==> config.mk <==
export PLATFORM = sky130hd
export DESIGN_NAME = bpf_queue
export DESIGN_NICKNAME = d
export VERILOG_FILES = /design/src/rtl/bpf_queue.sv
export SDC_FILE = /design/constraint.sdc
export NUM_CORES = 1
export LEC_CHECK = 0
export BUFFER_PORTS_ARGS = -buffer_cell sky130_fd_sc_hd__buf_2
export CAP_MARGIN = 20
export CORE_AREA = 2 2 43 45
export DETAILED_ROUTE_END_ITERATION = 16
export DIE_AREA = 0 0 45 47
export PLACE_DENSITY_LB_ADDON = 0.15
export SETUP_SLACK_MARGIN = 0.15
export SYNTH_ARGS = -nofsm -noshare
export SYNTH_HDL_FRONTEND = slang
export SYNTH_SLANG_ARGS = --single-unit
==> constraint.sdc <==
create_clock -name clk -period 3.2 [get_ports clk]
set_input_delay 0 -clock clk [delete_from_list [all_inputs] [get_ports clk]]
set_output_delay 0 -clock clk [all_outputs]
set_load 0.05 [all_outputs]
==> src/rtl/bpf_queue.sv <==
// Two-entry job queue between the front and back ends.
// No dependencies beyond the data width parameter.
module bpf_queue #(
  parameter int W = 8
) (
  input  logic         clk,
  input  logic         rst,
  input  logic         in_valid,
  output logic         in_ready,
  input  logic [W-1:0] in_data,
  output logic         out_valid,
  input  logic         out_ready,
  output logic [W-1:0] out_data
);
  logic [W-1:0] mem [2];
  logic         wr_ptr, rd_ptr;
  logic [1:0]   count;
  logic         push, pop;

  assign in_ready  = (count != 2'd2);
  assign out_valid = (count != 2'd0);
  assign out_data  = mem[rd_ptr];
  assign push = in_valid && in_ready;
  assign pop  = out_valid && out_ready;

  // Pointers and fill count.
  always_ff @(posedge clk) begin
    if (rst) begin
      wr_ptr <= 1'b0;
      rd_ptr <= 1'b0;
      count  <= 2'd0;
    end else begin
      if (push) wr_ptr <= ~wr_ptr;
      if (pop) rd_ptr <= ~rd_ptr;
      count <= count + {1'b0, push} - {1'b0, pop};
    end
  end

  // Entry storage.
  always_ff @(posedge clk) begin
    if (push) mem[wr_ptr] <= in_data;
  end

endmodule

==> run summary <==
Required @ worst endpoint = 3410 ps
CP Max Fanout = 4
Inserted Diodes = 0
Synth area leader = edfxtp_1
HP Class = in2reg
Final hold vios = 0
Mapped Cells = 49
Sink Count = 21
WP data arrival = 1740 ps
Ports = 22
Drt drc = 0
Layout cells sized above 1 = 0.341
CTS tree = yes
DR WL/cell = 13.2 um
Setup tns final = 0 ps
Fmax = 651 MHz
Final worst slack = 1660 ps
Most used flip-flop cell after synthesis = edfxtp_1
Vias in the first global route = 462
Post-synth cell types = 16
Tmin final = 1540 ps
Reg clk slew, reported paths = 120 ps
Final Skew = 10.3 ps
Syn Std Cell Area = 813 um2
Core Rows = 15
Skew-Pair Late Insertion Delay = 300 ps
Synth top area share = 0.591
Area contributors post-synth = edfxtp_1 59%, dfxtp_1 12%, mux2_1 11%
Syn Area/Cell = 16.6 um2
Synth warn = 0
Syn Nets = 63
Final setup fails = 0
PD cells = 805 nW/um2
Drt via density = 4.82
Final Net Count = 97
Total Routing Usage GR = 0.131
Gr ovfl total = 0
First-pass GRT wire length = 1840 um
ANT nets after route = 0
Outcome = completed
Area growth syn-to-layout = 29.2%
Leakage power = 0.431 nW
CP Class = reg2reg
CORE AREA = 1650 um2
Number of synthesized flops with an enable pin = 16
Asr flop ratio synth = 0
H-Tree Depth = 1
Inserted Clock Buffers = 3
Pre-CTS setup slack = 1670 ps
Critical Path Start Type = register
Post-synth top cells = 16 x edfxtp_1, 8 x mux2_1, 5 x dfxtp_1, 5 x nor2_1
Die height = 47 um
PostCTS Resize Cnt = 0
Worst relative slew slack = 0.538
Initial DRC count = 5
Most common cell in the synthesized netlist = edfxtp_1
GP Congestion = 0.641
Initial Util = 0.492
Initial antenna violation count = 0
Root Driver = clkbuf_4
DIE AREA = 2120 um2
Worst slew pin tran = 691 ps
Setup crit end kind = register
Vias = 477
#FFs+latches synth = 21
Fin crit share = 0.480
Fin. max-slew vios = 0
Routed wire length = 1310 um
Dpl hpwl = 915 um
RSZ-0062 raised after global routing = false
VDD IR max = 0.000469 V
Largest net degree at the start of global routing = 12
Max_cap viols = 0
Die Wd = 45 um
Register area share after synthesis = 0.714
Clk buf depth = 2
Initial DRT Pass Iterations = 3
Port bufs = 21
==> logic make-up after synthesis <==
group                      share of synthesized area
xor gates and xnor gates                      0.0323
and+or+nand+nor                               0.0723
AOI/OAI and AO/OA                             0.0108
DFF                                            0.714
buffers and inverters                         0.0108
adders and majority gates                     0.0308
muxes                                          0.129
==> per-layer routing <==
layer | share of wire | GRT usage | vias to the layer above | wire length, um
met4 | 0.0031 | 0.0882 | 0 | 4
met1 | 0.42 | 0.131 | 223 | 556
met2 | 0.53 | 0.249 | 12 | 693
met5 | 0 | 0 | - | 0
met3 | 0.042 | 0.0231 | 2 | 55
li1 | - | - | 240 | -
==> cells in the final DEF, fill, tap and decap left out <==
cell type and count:
buf_2 21, edfxtp_1 16, dlygate4sd3_1 9, mux2_1 8
nor2_1 5, dfxtp_1 5, clkbuf_4 3, nor2b_1 2
xnor2_1 2, ha_1 2, o21a_2 1, nand2b_2 1
nand2_2 1, or2_1 1, inv_1 1, and3_1 1
mux2_4 1, xor2_1 1, clkbuf_1 1
==> layout make-up <==
type / count / area [um2]
Clock buffer: 4 / 26.3
Fill cell: 135 / 601
Inverter: 1 / 3.75
Multi-Input combinational cell: 26 / 224
Sequential cell: 21 / 581
Tap cell: 17 / 21.3
Timing Repair Buffer: 30 / 195
==> what timing repair did <==
action,CTS,global route
buffers inserted,0,0
hold buffers,9,0
hold endpoints to repair,20,0
setup endpoints to repair,0,0
==> path summary, 6_finish.rpt <==
kind	cells past startpoint	start	end	slack (ps)
max	7	count[1]$_SDFF_PP0_	count[1]$_SDFF_PP0_	1660
max reg2reg	7	count[1]$_SDFF_PP0_	count[1]$_SDFF_PP0_	1660
min	3	in_valid	wr_ptr$_SDFFE_PP0N_	60
min reg2reg	2	rd_ptr$_SDFFE_PP0P_	register	530
==> metrics by stage <==
stage / cell area (um2) / cells / hold WS (ps) / total power, mW / utilization
finish: 1050 / 99 / 62.5 / 0.846 / 0.636
global route: 1050 / 99 / 61.0 / 0.889 / 0.636
CTS: 1050 / 99 / 58.4 / 0.854 / 0.636
detailed placement: 935 / 86 / 191 / 0.723 / 0.566
global placement: 935 / 86 / 188 / 0.717 / 0.566
floorplan: 813 / 49 / 71.6 / 0.654 / -
==> registers in the layout, summed over array words and instances (netlist names), named ones only <==
signal and count:
count 2, mem 16, rd_ptr 1, wr_ptr 1
==> critical path, stage by stage (launching register included) <==
cell and delay (ps):
dfxtp_1 370, o21a_2 240, ha_1 280, inv_1 50
ha_1 150, xor2_1 180, xnor2_1 130, nor2_1 50
==> power by group <==
part / internal [mW] / leakage (nW) / switching, mW
registers: 0.347 / 0.191 / 0.0318
logic: 0.112 / 0.225 / 0.230
clock network: 0.0485 / 0.0150 / 0.0767
(Power assumes the default switching activity.)
