**config.mk**
```make
export PLATFORM = sky130hd
export DESIGN_NAME = bpf_front_flat
export DESIGN_NICKNAME = d
export VERILOG_FILES = /design/src/rtl/bpf_pkg.sv /design/src/rtl/bpf_if.sv /design/src/rtl/bpf_front.sv /design/src/flat_wrapper.sv
export SDC_FILE = /design/constraint.sdc
export NUM_CORES = 1
export LEC_CHECK = 0
export ABC_CLOCK_PERIOD_IN_PS = 7050
export BUFFER_PORTS_ARGS = -buffer_cell sky130_fd_sc_hd__buf_2
export CAP_MARGIN = 20
export CORE_UTILIZATION = 51
export DETAILED_ROUTE_END_ITERATION = 7
export PLACE_DENSITY = 0.83
export SLEW_MARGIN = 15
export SYNTH_ARGS = -nofsm -noshare
export SYNTH_HDL_FRONTEND = slang
export SYNTH_SLANG_ARGS = --single-unit
```
**constraint.sdc**
```tcl
create_clock -name clk -period 7.05 [get_ports clk]
set_input_delay 1.0575 -clock clk [delete_from_list [all_inputs] [get_ports clk]]
set_output_delay 1.0575 -clock clk [all_outputs]
set_load 0.03 [all_outputs]
```
**src/rtl/bpf_pkg.sv**
```systemverilog
// Shared types, codes and defaults for the Bezier path flattener.
// No dependencies; every other file but bpf_queue.sv refers to it by scoped names.
package bpf_pkg;

  // Default parameter values.
  localparam int MAX_POINTS_DEF  = 63;
  localparam int COORD_WIDTH_DEF = 24;

  // Field widths fixed by the segment format.
  localparam int FUNC_W     = 3;
  localparam int CFG_IDX_W  = 2;
  localparam int CFG_DATA_W = 8;
  localparam int JOB_KIND_W = 2;

  // Segment function codes.
  localparam logic [FUNC_W-1:0] FN_MOVE   = 3'd0;
  localparam logic [FUNC_W-1:0] FN_LINE   = 3'd1;
  localparam logic [FUNC_W-1:0] FN_SQUAD  = 3'd2;
  localparam logic [FUNC_W-1:0] FN_QUAD   = 3'd3;
  localparam logic [FUNC_W-1:0] FN_SCUBIC = 3'd4;
  localparam logic [FUNC_W-1:0] FN_CUBIC  = 3'd5;

  // Configuration register indexes and reset values.
  localparam logic [CFG_IDX_W-1:0] REG_QUAD_MIN  = 2'd0;
  localparam logic [CFG_IDX_W-1:0] REG_CUBIC_MIN = 2'd1;
  localparam logic [CFG_IDX_W-1:0] REG_SEG_LEN   = 2'd2;
  localparam logic [4:0] QUAD_MIN_RST  = 5'd5;
  localparam logic [4:0] CUBIC_MIN_RST = 5'd10;
  localparam logic [7:0] SEG_LEN_RST   = 8'd30;

  // Side magnitude limit and control polygon length limit.
  localparam logic [32:0] MAG_CAP = 33'h07FFFFFFF;
  localparam logic [24:0] LEN_CAP = 25'h1000000;

  // Kind of work handed from the front to the back.
  typedef enum logic [JOB_KIND_W-1:0] {
    JOB_LINE,
    JOB_QUAD,
    JOB_CUBIC
  } job_kind_t;

  // Back end sequencer states.
  typedef enum logic [4:0] {
    BK_IDLE,
    BK_SQ_DX,
    BK_SQ_DY,
    BK_SQRT,
    BK_CNT_A,
    BK_CNT_B,
    BK_CNT_C,
    BK_CNT_D,
    BK_SEARCH,
    BK_START,
    BK_WGT_A,
    BK_WGT_B,
    BK_MAC,
    BK_DIV_PREP,
    BK_DIV,
    BK_POINT,
    BK_END
  } back_state_t;

endpackage

```
**src/rtl/bpf_if.sv**
```systemverilog
// Handshake channel interfaces: path segments in, polyline points out, register writes.
// Depends on bpf_pkg for defaults and field widths.
interface bpf_seg_if #(parameter int CW = bpf_pkg::COORD_WIDTH_DEF) ();
  logic                        valid;
  logic                        ready;
  logic [bpf_pkg::FUNC_W-1:0]  func;
  logic signed [CW-1:0]        end_x;
  logic signed [CW-1:0]        end_y;
  logic signed [CW-1:0]        ctrl1_x;
  logic signed [CW-1:0]        ctrl1_y;
  logic signed [CW-1:0]        ctrl2_x;
  logic signed [CW-1:0]        ctrl2_y;
  modport source (output valid, func, end_x, end_y, ctrl1_x, ctrl1_y, ctrl2_x, ctrl2_y,
                  input ready);
  modport sink (input valid, func, end_x, end_y, ctrl1_x, ctrl1_y, ctrl2_x, ctrl2_y,
                output ready);
endinterface


```
**src/rtl/bpf_front.sv**
```systemverilog
// Front end: accepts segment requests, keeps the current and reflected control
// point, and packs a job for the back end. Depends on bpf_pkg and bpf_seg_if.
module bpf_front #(
  parameter int COORD_WIDTH = bpf_pkg::COORD_WIDTH_DEF,
  localparam int JW = bpf_pkg::JOB_KIND_W + 8 * COORD_WIDTH
) (
  input  logic          clk,
  input  logic          rst,
  bpf_seg_if.sink       seg,
  output logic          job_valid,
  input  logic          job_ready,
  output logic [JW-1:0] job
);
  localparam int CW = COORD_WIDTH;

  logic signed [CW-1:0] cur_x, cur_y, refl_x, refl_y;
  logic signed [CW-1:0] b_x, b_y, c_x, c_y, p2_x, p2_y, src_x, src_y;
  logic                 is_line, is_quad, is_cubic, smooth;
  bpf_pkg::job_kind_t   kind;

  // Saturating reflection 2*e - c.
  function automatic logic signed [CW-1:0] reflect(input logic signed [CW-1:0] e,
                                                   input logic signed [CW-1:0] c);
    logic signed [CW+1:0] d;
    d = {e[CW-1], e, 1'b0} - {{2{c[CW-1]}}, c};
    if (d[CW+1:CW-1] != {3{d[CW+1]}}) begin
      reflect = d[CW+1] ? {1'b1, {(CW-1){1'b0}}} : {1'b0, {(CW-1){1'b1}}};
    end else begin
      reflect = d[CW-1:0];
    end
  endfunction

  // Classify the request and pick the control points.
  always_comb begin
    is_line  = (seg.func == bpf_pkg::FN_MOVE) || (seg.func == bpf_pkg::FN_LINE);
    is_quad  = (seg.func == bpf_pkg::FN_SQUAD) || (seg.func == bpf_pkg::FN_QUAD);
    is_cubic = (seg.func == bpf_pkg::FN_SCUBIC) || (seg.func == bpf_pkg::FN_CUBIC);
    smooth   = (seg.func == bpf_pkg::FN_SQUAD) || (seg.func == bpf_pkg::FN_SCUBIC);
    b_x  = smooth ? refl_x : seg.ctrl1_x;
    b_y  = smooth ? refl_y : seg.ctrl1_y;
    c_x  = (seg.func == bpf_pkg::FN_SCUBIC) ? seg.ctrl1_x : seg.ctrl2_x;
    c_y  = (seg.func == bpf_pkg::FN_SCUBIC) ? seg.ctrl1_y : seg.ctrl2_y;
    p2_x = is_quad ? seg.end_x : c_x;
    p2_y = is_quad ? seg.end_y : c_y;
    src_x = is_quad ? b_x : c_x;
    src_y = is_quad ? b_y : c_y;
    if (is_line) begin
      kind = bpf_pkg::JOB_LINE;
    end else if (is_quad) begin
      kind = bpf_pkg::JOB_QUAD;
    end else begin
      kind = bpf_pkg::JOB_CUBIC;
    end
  end

  // Unused function codes are accepted and dropped.
  assign seg.ready = job_ready;
  assign job_valid = seg.valid && (is_line || is_quad || is_cubic);
  assign job = {kind, cur_x, cur_y, b_x, b_y, p2_x, p2_y, seg.end_x, seg.end_y};

  // Path state advances with every queued segment.
  always_ff @(posedge clk) begin
    if (rst) begin
      cur_x  <= '0;
      cur_y  <= '0;
      refl_x <= '0;
      refl_y <= '0;
    end else if (job_valid && job_ready) begin
      cur_x <= seg.end_x;
      cur_y <= seg.end_y;
      if (is_line) begin
        refl_x <= seg.end_x;
        refl_y <= seg.end_y;
      end else begin
        refl_x <= reflect(seg.end_x, src_x);
        refl_y <= reflect(seg.end_y, src_y);
      end
    end
  end

endmodule

```
**src/flat_wrapper.sv**
```systemverilog
// flat-port wrapper written by rule: the top's interface ports become plain ports
module bpf_front_flat 
#(
  parameter int COORD_WIDTH = bpf_pkg::COORD_WIDTH_DEF,
  localparam int JW = bpf_pkg::JOB_KIND_W + 8 * COORD_WIDTH
)
  (clk, rst, job_valid, job_ready, job, seg_valid, seg_func, seg_end_x, seg_end_y, seg_ctrl1_x, seg_ctrl1_y, seg_ctrl2_x, seg_ctrl2_y, seg_ready);
  bpf_seg_if seg_i ();
  input  logic clk;
  input  logic rst;
  output logic job_valid;
  input  logic job_ready;
  output logic [JW-1:0] job;
  input wire logic [$bits(seg_i.valid)-1:0] seg_valid;
  input wire logic [$bits(seg_i.func)-1:0] seg_func;
  input wire logic [$bits(seg_i.end_x)-1:0] seg_end_x;
  input wire logic [$bits(seg_i.end_y)-1:0] seg_end_y;
  input wire logic [$bits(seg_i.ctrl1_x)-1:0] seg_ctrl1_x;
  input wire logic [$bits(seg_i.ctrl1_y)-1:0] seg_ctrl1_y;
  input wire logic [$bits(seg_i.ctrl2_x)-1:0] seg_ctrl2_x;
  input wire logic [$bits(seg_i.ctrl2_y)-1:0] seg_ctrl2_y;
  output wire logic [$bits(seg_i.ready)-1:0] seg_ready;
  assign seg_i.valid = seg_valid;
  assign seg_i.func = seg_func;
  assign seg_i.end_x = seg_end_x;
  assign seg_i.end_y = seg_end_y;
  assign seg_i.ctrl1_x = seg_ctrl1_x;
  assign seg_i.ctrl1_y = seg_ctrl1_y;
  assign seg_i.ctrl2_x = seg_ctrl2_x;
  assign seg_i.ctrl2_y = seg_ctrl2_y;
  assign seg_ready = seg_i.ready;
  bpf_front #(.COORD_WIDTH(COORD_WIDTH)) u_core (.clk(clk), .rst(rst), .seg(seg_i), .job_valid(job_valid), .job_ready(job_ready), .job(job));
endmodule
```
==> flow_metrics.tcl, run 1 <==
set metrics [dict create \
    io_pins 347 \
    hold_class "reg -> reg" \
    grt_pass1_vias 9172 \
    dpl.cell_count 1704 \
    r2r-start "u_core.refl_x[0]$_SDFFE_PP0P_" \
    start_util 0.524 \
    final_max_slew_viol_count 0 \
    setup-tns-final_ps 0 \
    antenna_found_initial 3 \
    dr.pass1.iters 5 \
    synth_xor_area_frac 0.0399 \
    synthMuxAreaShare 0.0627 \
    numCtsBuffers 9 \
    synth_compound_area_frac 0.313 \
    ys_seq_area_frac 0.211 \
    grt.overflow.total 0 \
    static-leakage-power_nw 4.83 \
    ff2ff_setup_slack_ps 2760 \
    routed_wl_mm 30.2 \
    drive_above_1_share 0.309 \
    clockBufferDepth 2 \
    ys_seq_elements 96 \
    post_cts_resized 0 \
    stdcell_count 1724 \
    fin_ws_ps 1330 \
    drt-initial-drc-count 734 \
    ys.flop_type "dfxtp_1" \
    rows 48 \
    synth_top_family_by_area "compound AO/OA/AOI/OAI gates" \
    ant_nets 0 \
    final_nets 1691 \
    place_congestion 0.957 \
    cts_max_level 3 \
    timing.final.hold_violations 0 \
    max_freq_ghz 0.175 \
    numClockSinks 96 \
    slowest_delay_ps 740 \
    cts-hold-fix-buffers 0 \
    grt_pass1_wl_mm 46.8 \
    cp_top_family "compound AO/OA/AOI/OAI gates" \
    reg2reg_depth 14 \
    critical_path_arrival_ps 6020 \
    rsz0062_at_grt "no" \
    min_period_ps 5720 \
    tightest_slew_ps 1020 \
    endpoint "u_core.refl_x[0]$_SDFFE_PP0P_" \
    cts_post_setup_buffers_inserted 0 \
    netlist_instances 1250 \
    crit_buf_inv 2 \
    cp.required_ps 7350 \
    setup_viol 0 \
    crit_cells 17 \
    pre_cts_ws_ps 1010 \
    async_flop_share 0 \
    num_vias 10136 \
    gr-usage-all-layers 0.321 \
    portBuffers 346 \
    worstPathMaxFanout 26 \
    min_period_over_period 0.811 \
    synth.distinct_cells 80 \
    max-cap-violations 0 \
    netlist_area_um2 9090 \
    synthAdderAreaFrac 0.0704 \
    die_area_um2 18400 \
    synth-simple-area-share 0.217 \
    worstSetupPathType "in -> reg" \
    r2r_end "u_core.refl_x[0]$_SDFFE_PP0P_" \
    dp_hpwl_mm 22.1 \
    ir_drop_v 0.000136 \
    cts_tree "yes" \
    ys.warnings.count 0 \
    die_h_um 136 \
    area.growth.synth_to_final_pct 19.2 \
    drc 0 \
    viasPerCell 5.88 \
    p_per_area_nw_per_um2 206 \
    clk_pin_slew_ps 70 \
    avgSynthCellArea_um2 7.28 \
    root_buffer "clkbuf_16" \
    die_x_um 136 \
    synth-edff-count 0 \
    synth_fp_nets 1451 \
    wl_per_cell_um 17.5 \
    max-slew-margin-rel 0.320 \
    cpMaxStageDelayCell "a211o_1" \
    core_area_um2 17400 \
    grt_start_max_net_pins 73 \
    fill_cells 1576 \
    cp-start-kind "input port" \
    status "complete, no violations" \
    setup.worst_path.start "seg_func[2]" \
    worstSetupEndpointType "flop" \
    clk_latency_ps 360 \
    finClkSkew_ps 9.45 \
    path_cells "buf_2, nand2b_4, a21oi_4, buf_4, mux2_2, o21bai_1, ha_1, a21oi_1, o21ai_1, a221oi_1, o21a_1, o21ai_0, o31a_2, nor2_2, a211o_1, o221ai_2, nand2_1" \
]
-- through the flow --
step	power (mW)	util	hold slack [ps]	instance area (um^2)
6_report	2.23	0.625	448	10800
5_1_grt	2.35	0.625	467	10800
4_1_cts	2.22	0.624	449	10800
3_5_place_dp	1.69	0.606	439	10500
3_3_place_gp	1.68	0.606	434	10500
2_1_floorplan	1.43	-	420	9090
-- per-layer routing --
metal / routed length, um / GRT usage
met3: 2060 / 0.0453
met2: 14500 / 0.550
met4: 791 / 0.118
met5: 0 / 0
met1: 12900 / 0.405
-- sequential cells by signal, indices dropped and copies added (netlist names) --
register	cells
u_core.refl_x	24
u_core.refl_y	24
u_core.cur_x	24
u_core.cur_y	24
-- final cells by class --
cell class / instances / area, um^2 / share of cell area
Antenna cell: 4 / 10.0 / 0.000923
Clock inverter: 4 / 52.6 / 0.00485
Multi-Input combinational cell: 1009 / 6430 / 0.593
Sequential cell: 96 / 1920 / 0.177
Timing Repair Buffer: 360 / 1840 / 0.169
Tap cell: 225 / 282 / 0.0260
Clock buffer: 12 / 256 / 0.0237
Inverter: 14 / 52.6 / 0.00485
-- cell usage after synthesis (all sizes together), types with 18 or more instances --
cell | count | share of area
nand2 | 164 | 0.068
a21oi | 138 | 0.080
nor2 | 137 | 0.057
dfxtp | 96 | 0.21
o21ai | 81 | 0.045
clkbuf | 69 | 0.028
buf | 62 | 0.051
a211oi | 55 | 0.045
nor2b | 54 | 0.037
ha | 48 | 0.066
mux2 | 48 | 0.059
o21bai | 47 | 0.039
xnor2 | 20 | 0.020
xor2 | 18 | 0.017
-- cell families after synthesis --
family / Yosys count
buffers and inverters: 145
AO/OA/AOI/OAI: 437
adder cells (fa/ha/maj): 50
XOR/XNOR: 39
multiplexers: 51
AND/OR/NAND/NOR: 432
flip-flops: 96
-- cells in the final DEF (no fill, tap or decap), types with 4 or more instances in the layout --
cell type and count:
or2_2 4, nand2b_1 8, a31oi_1 11, a22o_1 5
buf_2 346, a311oi_1 7, mux2_2 48, o31ai_1 4
xnor2_1 19, dfxtp_1 96, nor2b_1 54, nor2_1 134
inv_1 12, a21oi_2 9, nand4_1 5, o22ai_1 12
diode_2 4, and3_1 15, nand3b_1 4, o21bai_1 47
or3_1 8, a21oi_1 128, nand3_1 8, nor3_1 10
o21ai_1 14, a211oi_1 55, nand2_1 163, xor2_1 18
o211ai_1 9, o21ai_0 66, ha_1 48, o21a_1 12
buf_4 14, a21boi_0 6, clkbuf_16 9, a21o_1 15
-- worst reg2reg max path, cell delays in order, from the launching register on --
cell,delay [ps]
dfxtp_1,410
or3b_1,380
a32oi_2,250
nor2_1,110
fa_1,430
a211oi_1,270
o211ai_1,190
a32o_1,340
a21oi_1,250
o21ai_0,230
o31a_2,180
nor2_2,160
a211o_1,740
o221ai_2,210
nand2_1,90
-- power breakdown --
part	switching, mW	internal (mW)
registers	0.0207	0.579
logic	0.703	0.397
clock network	0.238	0.295
-- how the worst min path moves through the flow --
| stage | start | depth (start not counted) | to | slack [ps] |
|---|---|---|---|---|
| after floorplan | u_core.refl_x[11]$_SDFFE_PP0P_ | 2 | u_core.refl_x[11]$_SDFFE_PP0P_ | 420 |
| after global placement | u_core.refl_y[19]$_SDFFE_PP0P_ | 2 | u_core.refl_y[19]$_SDFFE_PP0P_ | 430 |
| after detailed placement | u_core.refl_x[16]$_SDFFE_PP0P_ | 2 | u_core.refl_x[16]$_SDFFE_PP0P_ | 440 |
| after CTS | u_core.refl_x[16]$_SDFFE_PP0P_ | 2 | u_core.refl_x[16]$_SDFFE_PP0P_ | 450 |
| after global routing | u_core.cur_y[15]$_SDFFE_PP0P_ | 2 | u_core.cur_y[15]$_SDFFE_PP0P_ | 470 |
| final | u_core.refl_x[16]$_SDFFE_PP0P_ | 2 | u_core.refl_x[16]$_SDFFE_PP0P_ | 450 |
(Power assumes the default switching activity.)
==> run 2: changes to the inputs <==
Settings changed: ABC_CLOCK_PERIOD_IN_PS 7050 to 5760.
Clock period 7.05 ns to 5.76 ns, I/O delays scaled along.
==> run 2 against run 1 <==
  * Routed wire length rose by 0.98%
  * Combinational power is 23% higher
  * Global-route usage up 0.13 points
  * Largest power group unchanged
  * Design area grew 0.47%
  * Clock power increased by 22%
  * Sequential cell count did not move
==> flow_metrics.tcl, run 2 (synthesis gave the netlist of run 1 again) <==
set metrics [dict create \
    status "complete, no violations" \
    core_area_um2 17400 \
    pre_cts_ws_ps 269 \
    crit_buf_inv 2 \
    worstSetupEndpointType "flop" \
    cp-start-kind "input port" \
    dpl.cell_count 1705 \
    gr-usage-all-layers 0.322 \
    grt_start_max_net_pins 69 \
    start_util 0.524 \
    setup_viol 0 \
    p_per_area_nw_per_um2 250 \
    cts_max_level 3 \
    dp_hpwl_mm 22.3 \
    clk_latency_ps 360 \
    ant_nets 0 \
    reg2reg_depth 14 \
    final_nets 1692 \
    fill_cells 1589 \
    numCtsBuffers 9 \
    grt.overflow.total 0 \
    io_pins 347 \
    static-leakage-power_nw 4.85 \
    wl_per_cell_um 17.7 \
    num_vias 10176 \
    path_cells "buf_2, nor3b_2, buf_12, nor2b_1, a211oi_1, o21bai_1, ha_1, a21oi_1, o21ai_1, a221oi_1, o21a_1, o21ai_0, o31a_2, nor2_2, a211o_1, a21oi_1, o21ai_0" \
    max_freq_ghz 0.195 \
    portBuffers 346 \
    worstPathMaxFanout 51 \
    min_period_ps 5130 \
    crit_cells 17 \
    finClkSkew_ps 5.81 \
    clockBufferDepth 2 \
    drt-initial-drc-count 688 \
    ir_drop_v 0.000161 \
    rsz0062_at_grt "no" \
    routed_wl_mm 30.5 \
    min_period_over_period 0.891 \
    critical_path_arrival_ps 5410 \
    cpMaxStageDelayCell "a211o_1" \
    worstSetupPathType "in -> reg" \
    die_h_um 136 \
    grt_pass1_wl_mm 46.8 \
    holdPathStages 2 \
    place_congestion 0.933 \
    max-cap-violations 0 \
    die_area_um2 18400 \
    cts_tree "yes" \
    cp.required_ps 6040 \
    hold_class "reg -> reg" \
    grt_pass1_vias 9347 \
    numClockSinks 96 \
    drc 0 \
    most-common-layout-cells "buf_2 (346), nand2_1 (163), nor2_1 (134)" \
    clk_pin_slew_ps 70 \
    antenna_found_initial 2 \
    cts-hold-fix-buffers 0 \
    viasPerCell 5.91 \
    multi_input_area_um2 6430 \
    rows 48 \
    dr.pass1.iters 6 \
    post_cts_resized 0 \
    area.growth.synth_to_final_pct 19.8 \
    ff2ff_setup_slack_ps 1490 \
    drive_above_1_share 0.310 \
    setup-tns-final_ps 0 \
    fin_ws_ps 629 \
    final_common_cell "buf_2" \
    max-slew-margin-rel 0.384 \
    register_area_um2 1920 \
    root_buffer "clkbuf_16" \
    final_max_slew_viol_count 0 \
    timing.final.hold_violations 0 \
    cp_top_family "compound AO/OA/AOI/OAI gates" \
    cts_post_setup_buffers_inserted 0 \
    tightest_slew_ps 925 \
    stdcell_count 1723 \
    die_x_um 136 \
    slowest_delay_ps 750 \
]
-- run 2: layout make-up --
| type | count | area share |
|---|---|---|
| Tap cell | 225 | 0.0258 |
| Multi-Input combinational cell | 1009 | 0.590 |
| Antenna cell | 2 | 0.000459 |
| Clock buffer | 11 | 0.0232 |
| Clock inverter | 5 | 0.00505 |
| Inverter | 14 | 0.00482 |
| Timing Repair Buffer | 361 | 0.174 |
| Sequential cell | 96 | 0.176 |
-- run 2: report_power, final --
group / switching [mW] / total (mW) / internal (mW)
combinational: 0.859 / 1.35 / 0.489
sequential: 0.0244 / 0.733 / 0.709
clock: 0.288 / 0.648 / 0.360
total: 1.17 / 2.73 / 1.56
-- run 2: through the flow --
stage | power (mW) | hold slack, ps | utilization | area (um^2)
2_1_floorplan | 1.76 | 420 | - | 9090
3_3_place_gp | 2.06 | 432 | 0.610 | 10600
3_5_place_dp | 2.08 | 437 | 0.610 | 10600
4_1_cts | 2.72 | 447 | 0.628 | 10900
5_1_grt | 2.88 | 465 | 0.628 | 10900
6_report | 2.73 | 445 | 0.628 | 10900
-- run 2: tightest hold or removal path, cell delays in order (launching register included) --
cell     delay, ps
dfxtp_1        310
nand2_1         50
o21ai_1         50
-- run 2: final timing paths --
path	from	to
worst max-delay path	seg_func[2]	u_core.refl_x[1]$_SDFFE_PP0P_
worst min register to register	u_core.refl_x[21]$_SDFFE_PP0P_	u_core.refl_x[21]$_SDFFE_PP0P_
worst max register to register	u_core.refl_x[0]$_SDFFE_PP0P_	u_core.refl_x[1]$_SDFFE_PP0P_
worst min-delay path	u_core.refl_x[21]$_SDFFE_PP0P_	u_core.refl_x[21]$_SDFFE_PP0P_
-- run 2: layer usage --
layer,wire length (um),up-vias,track usage
li1,-,4905,-
met1,13100,4763,0.402
met2,14600,444,0.555
met3,2090,64,0.0426
met4,785,0,0.131
met5,0,-,0
==> run 3: changes to the inputs <==
Settings changed: ABC_CLOCK_PERIOD_IN_PS 5760 to 5650, CTS_CLUSTER_DIAMETER set to 150.
Clock period 5.76 ns to 5.65 ns, I/O delays scaled along.
==> run 3 against run 2 <==
  * Non-clock buffer count up 2
  * Routed wire length grew 0.68%
  * Combinational power about the same
  * Largest cell class unchanged
==> flow_metrics.tcl, run 3 (synthesis gave the netlist of run 1 again) <==
set metrics [dict create \
    dpl.cell_count 1707 \
    io_pins 347 \
    cts_post_setup_buffers_inserted 0 \
    die_h_um 136 \
    numClockSinks 96 \
    setup.worst_path.start "seg_func[2]" \
    drc 0 \
    final_nets 1694 \
    dp_hpwl_mm 22.5 \
    cp_common_cell "a21oi_1" \
    core_area_um2 17400 \
    tightest_slew_ps 877 \
    reg2reg_depth 14 \
    critical_path_arrival_ps 5450 \
    min_period_over_period 0.917 \
    wl_per_cell_um 17.8 \
    numCtsBuffers 9 \
    cts_tree "yes" \
    fill_cells 1615 \
    ir_drop_v 0.000146 \
    cp-start-kind "input port" \
    rows 48 \
    routed_wl_mm 30.7 \
    grt_pass1_vias 9277 \
    post_cts_resized 0 \
    die_area_um2 18400 \
    utilization 0.627 \
    rsz0062_at_grt "no" \
    cp.required_ps 5920 \
    cpMaxStageDelayCell "nand3_1" \
    dr.pass1.iters 5 \
    clk_latency_ps 360 \
    start_util 0.524 \
    setup_viol 0 \
    max_freq_ghz 0.193 \
    holdCritStartpoint "u_core.refl_x[18]$_SDFFE_PP0P_" \
    ant_nets 0 \
    die_x_um 136 \
    portBuffers 346 \
    cts_max_level 3 \
    root_buffer "clkbuf_16" \
    hold_class "reg -> reg" \
    grt_pass1_wl_mm 47.3 \
    path_cells "buf_2, nor3b_2, buf_12, nor2b_1, a211oi_1, a21o_1, inv_1, fa_1, nand2b_1, a21oi_1, o2111a_1, o211ai_1, and2_1, a21oi_1, a21oi_1, a21oi_1, nand3_1, o22ai_1" \
    setup-tns-final_ps 0 \
    grt.overflow.total 0 \
    cts-hold-fix-buffers 0 \
    max-slew-margin-rel 0.415 \
    worstSetupEndpointType "flop" \
    gr-usage-all-layers 0.326 \
    grt_start_max_net_pins 69 \
    max-cap-violations 0 \
    antenna_found_initial 3 \
    worstPathMaxFanout 51 \
    r2r-start "u_core.refl_x[0]$_SDFFE_PP0P_" \
    min_period_ps 5180 \
    static-leakage-power_nw 4.85 \
    cp_top_family "compound AO/OA/AOI/OAI gates" \
    timing.final.hold_violations 0 \
    area.growth.synth_to_final_pct 19.7 \
    finClkSkew_ps 4.56 \
    crit_buf_inv 3 \
    min_to "u_core.refl_x[18]$_SDFFE_PP0P_" \
    p_per_area_nw_per_um2 257 \
    worstSetupPathType "in -> reg" \
    status "complete, no violations" \
    slowest_delay_ps 430 \
    clk_pin_slew_ps 70 \
    num_vias 10164 \
    r2r_end "u_core.refl_x[11]$_SDFFE_PP0P_" \
    drt-initial-drc-count 664 \
    final_max_slew_viol_count 0 \
    most-common-layout-cells "buf_2 (346), nand2_1 (163), nor2_1 (134)" \
    final_common_cell "buf_2" \
    stdcell_count 1725 \
    holdPathStages 2 \
    clockBufferDepth 2 \
    viasPerCell 5.89 \
    ff2ff_setup_slack_ps 1370 \
    place_congestion 0.961 \
    drive_above_1_share 0.310 \
]
[run 3: worst max path at each step]
stage | endpoint | depth (start not counted)
2_1_floorplan | u_core.refl_x[0]$_SDFFE_PP0P_ | 22
3_3_place_gp | u_core.refl_y[4]$_SDFFE_PP0P_ | 18
3_5_place_dp | u_core.refl_y[4]$_SDFFE_PP0P_ | 18
4_1_cts | u_core.refl_y[4]$_SDFFE_PP0P_ | 18
5_1_grt | u_core.refl_x[8]$_SDFFE_PP0P_ | 17
6_report | u_core.refl_y[4]$_SDFFE_PP0P_ | 18
[run 3: stage by stage]
stage	instance area (um^2)	power, mW	setup WS (ps)	hold WS [ps]
5_1_grt	10900	2.93	125	470
3_3_place_gp	10600	2.11	412	437
6_report	10900	2.79	467	445
4_1_cts	10900	2.78	575	447
2_1_floorplan	9090	1.79	251	420
3_5_place_dp	10600	2.12	257	438
[run 3: where the power goes]
group / switching, mW / internal (mW)
registers: 0.0263 / 0.723
logic: 0.882 / 0.501
clock network: 0.293 / 0.368
total: 1.20 / 1.59
[run 3: routing by layer]
metal | GRT usage | share of wire | vias up
met5 | 0 | 0.00029 | -
li1 | - | - | 4918
met1 | 0.413 | 0.44 | 4777
met4 | 0.118 | 0.024 | 2
met2 | 0.556 | 0.48 | 418
met3 | 0.0494 | 0.064 | 49
[run 3: tightest hold or removal path, stage by stage (launching register included)]
cell	delay (ps)
dfxtp_1	310
nand2_1	50
o21ai_1	50
[run 3: layout make-up]
type,count,area [um^2],area share
tap,225,282,0.0259
multi-input combinational,1009,6430,0.591
inverter,14,52.6,0.00483
timing repair buffer,363,1880,0.173
clock buffer,12,256,0.0236
antenna,2,5.00,0.000460
clock inverter,4,52.6,0.00483
sequential,96,1920,0.177
